`config.mk`:
```
export PLATFORM = sky130hd
export DESIGN_NAME = srpc_sqrt
export DESIGN_NICKNAME = d
export VERILOG_FILES = /design/src/srpc_sqrt.sv
export SDC_FILE = /design/constraint.sdc
export NUM_CORES = 1
export LEC_CHECK = 0
export ABC_AREA = 1
export BUFFER_PORTS_ARGS = -buffer_cell sky130_fd_sc_hd__buf_2
export CAP_MARGIN = 20
export CORE_UTILIZATION = 55
export DETAILED_ROUTE_END_ITERATION = 6
export MAX_ROUTING_LAYER = met4
export PLACE_DENSITY = 0.74
export SETUP_SLACK_MARGIN = 0.4
export SYNTH_ARGS = -nofsm -noshare
export SYNTH_HDL_FRONTEND = slang
export SYNTH_SLANG_ARGS = --single-unit
```
`constraint.sdc`:
```
create_clock -name i_clk -period 10.7 [get_ports i_clk]
set_clock_uncertainty 0.15 [all_clocks]
set_input_delay 2.14 -clock i_clk [delete_from_list [all_inputs] [get_ports i_clk]]
set_output_delay 2.14 -clock i_clk [all_outputs]
set_load 0.01 [all_outputs]
```
`src/srpc_sqrt.sv`:
```
module srpc_sqrt #(
    parameter int DW = 57
) (
    input  logic                   i_clk,
    input  logic                   i_rst_n,
    input  logic                   i_start,
    input  logic [DW-1:0]          i_value,
    output logic                   o_busy,
    output logic [(DW+1)/2-1:0]    o_root
);
    localparam int RW  = (DW + 1) / 2;
    localparam int CTW = $clog2(RW + 1);

    logic            r_busy;
    logic [CTW-1:0]  r_cnt;
    logic [2*RW-1:0] r_rad;
    logic [RW+1:0]   r_rem;
    logic [RW-1:0]   r_root;
    logic [RW+3:0]   w_a;
    logic [RW+3:0]   w_b;
    logic            w_ge;

    // Two radicand bits per cycle, one root bit
    assign w_a  = {r_rem, r_rad[2*RW-1 -: 2]};
    assign w_b  = {2'b00, r_root, 2'b01};
    assign w_ge = w_a >= w_b;

    always_ff @(posedge i_clk) begin
        if (!i_rst_n) begin
            r_busy <= 1'b0;
            r_cnt  <= '0;
        end else if (i_start) begin
            r_busy <= 1'b1;
            r_cnt  <= CTW'(RW);
        end else if (r_busy) begin
            r_cnt <= r_cnt - CTW'(1);
            if (r_cnt == CTW'(1)) begin
                r_busy <= 1'b0;
            end
        end
    end

    always_ff @(posedge i_clk) begin
        if (i_start) begin
            r_rad  <= (2*RW)'(i_value);
            r_rem  <= '0;
            r_root <= '0;
        end else if (r_busy) begin
            r_rem  <= w_ge ? (RW+2)'(w_a - w_b) : (RW+2)'(w_a);
            r_root <= {r_root[RW-2:0], w_ge};
            r_rad  <= r_rad << 2;
        end
    end

    assign o_busy = r_busy;
    assign o_root = r_root;

    a_no_restart: assert property (@(posedge i_clk) disable iff (!i_rst_n)
        i_start |-> !r_busy) else $error("square root restarted while busy");
    a_rem_bound: assert property (@(posedge i_clk) disable iff (!i_rst_n)
        r_busy |-> (r_rem <= (RW+2)'({r_root, 1'b0}))) else $error("root remainder too large");
    a_busy_len: assert property (@(posedge i_clk) disable iff (!i_rst_n)
        $rose(r_busy) |-> (r_cnt == CTW'(RW))) else $error("root step count wrong");

endmodule

```
==> Word level (Yosys, flattened, before mapping) <==
Index checks and enable logic that the tools add are counted.
{ "totals": {"in_bits": 60, "elab_cells": 22, "output_inout_bits": 30, "register_bits": 124} }
{ "op_classes": {"add_sub_neg": 2, "reduce_logical": 2, "n_mux": 8, "eq_ne": 1, "n_lt_le_gt_ge": 1, "bitwise_logic": 1} }
{ "op_table": {"columns": ["op", "n"], "rows": [
  ["$mux 57", 2],
  ["$ge 33x31->1", 1],
  ["$mux 31", 1],
  ["$sub 31x31->31", 1],
  ["$mux 5", 2],
  ["$eq 5x1->1 const B", 1],
  ["$sub 5x1->5 const B", 1],
  ["$mux 1", 3],
  ["$reduce_bool 2->1", 1],
  ["$reduce_or 2->1", 1],
  ["$not 1->1", 1]
]} }

==> Logic depth before layout (Yosys ltp) <==
{ "depth": {"ltp_word": 4, "mapped_depth": 17, "depth_no_buf": 16} }

==> Worst setup path after synthesis <==
No wires, ideal clock.
{ "synth_path": {"kind": "input to register", "startpoint": "input port i_start", "endpoint": "register r_rad[0] (enable)", "n_path_buf": 2, "setup_time_ps": 444, "slack_ps": 5732, "required_time_ps": 10106, "path_stages": 4, "arrival_ps": 4373, "path_cell_list": "clkbuf_1 -> nor2_1 -> inv_1 -> clkbuf_1"} }
{ "synth_via": {"elab_chain_len": 1} }
{ "synth_lines": {"columns": ["item", "line", "rtl"], "rows": [
  ["start, declared", "6", "input logic i_start,"],
  ["$reduce_bool 2->1 (no source line)", null, null],
  ["end signal, assigned", "45", "r_rad <= (2*RW)'(i_value);"],
  ["end signal, assigned", "51", "r_rad <= r_rad << 2;"],
  ["end, declared", "16", "logic [2*RW-1:0] r_rad;"]
]} }
No other way between the ends.
A chain may end at the register's enable or synchronous reset.

==> Worst setup path after layout <==
{ "layout_path": {"startpoint": "input port i_start", "endpoint": "register r_rad[45], data pin"} }
{ "layout_via": {"elab_chain_len": 1} }
{ "layout_lines": {"columns": ["item", "line", "rtl"], "rows": [
  ["$mux 57", "44", "if (i_start) begin"]
]} }
No other way between the ends.

==> impl_metrics.env <==
export IMPL_ios=90
export IMPL_grt_max_degree=73
export IMPL_firstDrtPassIters=5
export IMPL_grt_first_pass_wirelength_um=29400
export IMPL_filler_cell_count=1150
export IMPL_power_density_nw_per_um2=351
export IMPL_routed_via_count=6517
export IMPL_timing_setup_critical_path_class="in -> reg"
export IMPL_setup_tns_final_ps=0
export IMPL_drt_drc_violations_left=0
export IMPL_worst_setup_path_end_kind="register"
export IMPL_static_leakage_power_uw=0.00436
export IMPL_setup_violations_final=0
export IMPL_syn_nets=1105
export IMPL_net_sw_frac=0.491
export IMPL_totalWireLength_um=17300
export IMPL_relSlewSlack=0.432
export IMPL_crit_required_ps=10730
export IMPL_final_core_util=0.657
export IMPL_crit_fanout=57
export IMPL_timing_reg2reg_worst_path_depth=14
export IMPL_grt_setup_unrepaired="no"
export IMPL_insertedDiodeCount=0
export IMPL_drv_slew=0
export IMPL_timing_fmax_mhz=258
export IMPL_worstReg2RegStart="o_root[5]"
export IMPL_core_area_sq_um=12800
export IMPL_clk_transition_reported_paths_ps=60
export IMPL_r2r_end="r_rem[4]"
export IMPL_cts_post_setup_buffers_inserted=0
export IMPL_clock_sinks=124
export IMPL_path_cells="buf_2 -> buf_12 -> clkinv_1 -> buf_4 -> nand2_1 -> nand2_1"
export IMPL_top_cell_type_s_share_of_synthesized_area=0.234
export IMPL_ir_drop_worst_vdd_v=0.000233
export IMPL_slowest_delay_ps=610
export IMPL_overflow=0
export IMPL_tritoncts="yes"
export IMPL_routabilityCongestion=0.939
export IMPL_yosysTopAreaCell="sky130_fd_sc_hd__edfxtp_1"
export IMPL_worst_hold_path_num_cells=2
export IMPL_place_port_buffers=89
export IMPL_ctsLongestPathBuffers=2
export IMPL_worst_hold_startpoint="r_rem[30]"
export IMPL_final_hold_violation_count=0
export IMPL_yosys_cell_types_count=43
export IMPL_synthesis_yosys_warnings=0
export IMPL_design_power_total_uw=2950
export IMPL_globalRouteTotalUtil=0.275
export IMPL_hold_path_end="r_rem[30]"
export IMPL_status="completed"
export IMPL_synth_edf_count=57
export IMPL_detailedRoute_firstIterationViolations=362
export IMPL_post_synth_inst_count=1012
export IMPL_antenna_found_initial=0
export IMPL_timing_final_crit_share=0.363
export IMPL_postCtsHoldBufs=0
export IMPL_floorplan_initialDensity=0.573
export IMPL_seqPwrFrac=0.208
export IMPL_first_global_vias=6162
export IMPL_share_of_cells_above_drive_strength_1=0.145
export IMPL_post_route_min_period_ps=3880
export IMPL_worst_setup_path_start_kind="input port"
export IMPL_cp_slowest_cell="sky130_fd_sc_hd__clkinv_1"
export IMPL_detail_routed_via_count_per_cell=5.10
export IMPL_row_count=41
export IMPL_timing_hold_worst_class="reg -> reg"
export IMPL_netlist_top_cells_area="sky130_fd_sc_hd__edfxtp_1, sky130_fd_sc_hd__nand2_1, sky130_fd_sc_hd__dfxtp_1"
export IMPL_hpwl_um=12600
export IMPL_detail_route_wl_per_cell_um=13.5
export IMPL_drtAntennaViolNets=0
export IMPL_timing_reg2reg_setup_slack_ps=7730
export IMPL_synth_avg_cell_area_sq_um=7.23
export IMPL_cts_buffers=17
export IMPL_design_die_area_sq_um=13800
export IMPL_dieWidth_um=117
export IMPL_p_int_uw=1500
export IMPL_timing_worst_slew_pin_value_ps=853
export IMPL_critical_path_top_delay_family="buffers and inverters"
export IMPL_synth_flop_cell="sky130_fd_sc_hd__dfxtp_1"
export IMPL_clockPowerShare=0.179
export IMPL_root_buffer="sky130_fd_sc_hd__clkbuf_16"
export IMPL_syn2layout_area_growth_pct=14.7
export IMPL_die_y_um=117
export IMPL_postSynthRegisterBits=124
export IMPL_power_share_of_the_combinational_group=0.612
export IMPL_post_layout_nets=1187
export IMPL_critical_path_most_common_cell="sky130_fd_sc_hd__nand2_1"
export IMPL_cts_htree_levels=4
export IMPL_insertion_delay_ps=430
export IMPL_max_cap_viol_count=0
export IMPL_synth_async_sr_flop_share=0
export IMPL_arrival_ps=3910
export IMPL_path_buf_inv=4
export IMPL_cts_resized=0
export IMPL_yosysSeqAreaShare=0.417
export IMPL_switching_power_uw=1450
export IMPL_syn_cell_area_sq_um=7320
worst max-delay path by stage:
stage / start / endpoint / slack [ps] / cells after the start
finish: i_start / r_rad[45] / 6820 / 6
global route: i_start / r_rad[49] / 6620 / 6
CTS: i_start / r_rad[45] / 6130 / 5
detailed placement: i_start / r_rad[45] / 5700 / 5
global placement: i_start / r_rad[37] / 5780 / 5
floorplan: i_start / r_rad[0] / 5730 / 4
per-layer routing:
metal	vias to the layer above	share of wire	global-route usage
li1	3416	-	-
met1	2897	0.46	0.341
met2	168	0.47	0.436
met3	36	0.044	0.0511
met4	0	0.031	0.125
met5	-	0	-
registers in the layout, summed over array words and instances, names as in the netlist:
register,count
r_rem,31
o_root,29
r_rad,58
r_cnt,5
o_busy,1
layout by cell type, fill, tap and decap left out, types with 2 or more instances in the layout:
cell type,netlist,layout
sky130_fd_sc_hd__a31oi_1,2,2
sky130_fd_sc_hd__clkinv_2,0,5
sky130_fd_sc_hd__dfxtp_1,67,67
sky130_fd_sc_hd__buf_2,3,89
sky130_fd_sc_hd__o21bai_1,8,8
sky130_fd_sc_hd__clkbuf_1,20,3
sky130_fd_sc_hd__xor2_1,5,5
sky130_fd_sc_hd__clkbuf_16,0,17
sky130_fd_sc_hd__clkinvlp_4,0,3
sky130_fd_sc_hd__o211ai_2,5,5
sky130_fd_sc_hd__o31ai_1,2,2
sky130_fd_sc_hd__o21ai_0,24,24
sky130_fd_sc_hd__nand4_1,12,12
sky130_fd_sc_hd__and2_1,4,4
sky130_fd_sc_hd__nand3_2,5,5
sky130_fd_sc_hd__or2_1,5,5
sky130_fd_sc_hd__inv_1,131,130
sky130_fd_sc_hd__ha_1,33,33
sky130_fd_sc_hd__buf_4,2,4
sky130_fd_sc_hd__nor2_2,6,7
sky130_fd_sc_hd__o211ai_1,2,2
sky130_fd_sc_hd__a21oi_2,2,2
sky130_fd_sc_hd__edfxtp_1,57,57
sky130_fd_sc_hd__nor3_1,5,5
sky130_fd_sc_hd__nand2_1,402,402
sky130_fd_sc_hd__nor2_4,2,2
sky130_fd_sc_hd__nand2_2,10,10
sky130_fd_sc_hd__or2_0,3,3
sky130_fd_sc_hd__nor2_1,48,47
sky130_fd_sc_hd__inv_2,4,4
sky130_fd_sc_hd__clkinv_1,1,3
sky130_fd_sc_hd__nand3_1,61,61
sky130_fd_sc_hd__xnor2_1,10,10
sky130_fd_sc_hd__a21oi_1,30,30
sky130_fd_sc_hd__o22ai_1,28,28
sky130_fd_sc_hd__inv_6,0,2
power by group through the flow:
| stage | registers (uW) | clock network, uW | logic, uW |
|---|---|---|---|
| after floorplan | 612 | 0 | 1520 |
| after global placement | 622 | 0 | 1770 |
| after detailed placement | 622 | 0 | 1790 |
| after CTS | 614 | 532 | 1800 |
| after global routing | 622 | 555 | 2040 |
| final | 615 | 529 | 1810 |
stage by stage:
stage | std cells | setup slack (ps) | hold slack (ps) | instance area [sq um]
detailed placement | 1246 | 5700 | 290 | 7840
global route | 1279 | 6620 | 336 | 8400
finish | 1279 | 6820 | 302 | 8400
CTS | 1278 | 6130 | 302 | 8380
global placement | 1246 | 5780 | 280 | 7840
floorplan | 1012 | 5730 | 272 | 7320
kinds of logic after synthesis:
logic type	Yosys count	share of synthesized area
adders and majority gates	33	0.0564
xor gates and xnor gates	15	0.0179
DFF	124	0.417
buffers and inverters	167	0.0935
and+or+nand+nor	567	0.326
AOI/OAI and AO/OA	106	0.0890
cell type report:
cell class / count / area [sq um] / share of cell area
clock buffer: 20 / 437 / 0.0520
clock inverter: 12 / 97.6 / 0.0116
inverter: 136 / 512 / 0.0610
multi-input combinational: 721 / 3590 / 0.427
sequential: 124 / 3050 / 0.364
tap: 172 / 215 / 0.0256
timing repair buffer: 94 / 495 / 0.0590
Yosys cell counts, types with 5 or more instances:
library cell,instances
sky130_fd_sc_hd__or2_1,5
sky130_fd_sc_hd__clkbuf_1,20
sky130_fd_sc_hd__a21oi_1,30
sky130_fd_sc_hd__dfxtp_1,67
sky130_fd_sc_hd__xor2_1,5
sky130_fd_sc_hd__nand2_2,10
sky130_fd_sc_hd__o211ai_2,5
sky130_fd_sc_hd__o21ai_0,24
sky130_fd_sc_hd__o21bai_1,8
sky130_fd_sc_hd__nor2_2,6
sky130_fd_sc_hd__nand3_1,61
sky130_fd_sc_hd__inv_1,131
sky130_fd_sc_hd__nand3_2,5
sky130_fd_sc_hd__nand2_1,402
sky130_fd_sc_hd__nor2_1,48
sky130_fd_sc_hd__edfxtp_1,57
sky130_fd_sc_hd__nand4_1,12
sky130_fd_sc_hd__xnor2_1,10
sky130_fd_sc_hd__ha_1,33
sky130_fd_sc_hd__o22ai_1,28
sky130_fd_sc_hd__nor3_1,5
worst reg2reg max path: stages (launching register included):
cell and delay (ps):
sky130_fd_sc_hd__dfxtp_1 320, sky130_fd_sc_hd__inv_1 70, sky130_fd_sc_hd__ha_1 370, sky130_fd_sc_hd__nand2_2 140, sky130_fd_sc_hd__inv_1 60, sky130_fd_sc_hd__a21oi_2 210
sky130_fd_sc_hd__nand3_2 180, sky130_fd_sc_hd__nand2_1 140, sky130_fd_sc_hd__nand2_2 90, sky130_fd_sc_hd__nand2_2 100, sky130_fd_sc_hd__nand2_4 320, sky130_fd_sc_hd__inv_2 420
sky130_fd_sc_hd__nand2_1 100, sky130_fd_sc_hd__nand3_1 90, sky130_fd_sc_hd__o21ai_0 80
Power figures use the tool's default switching activity.
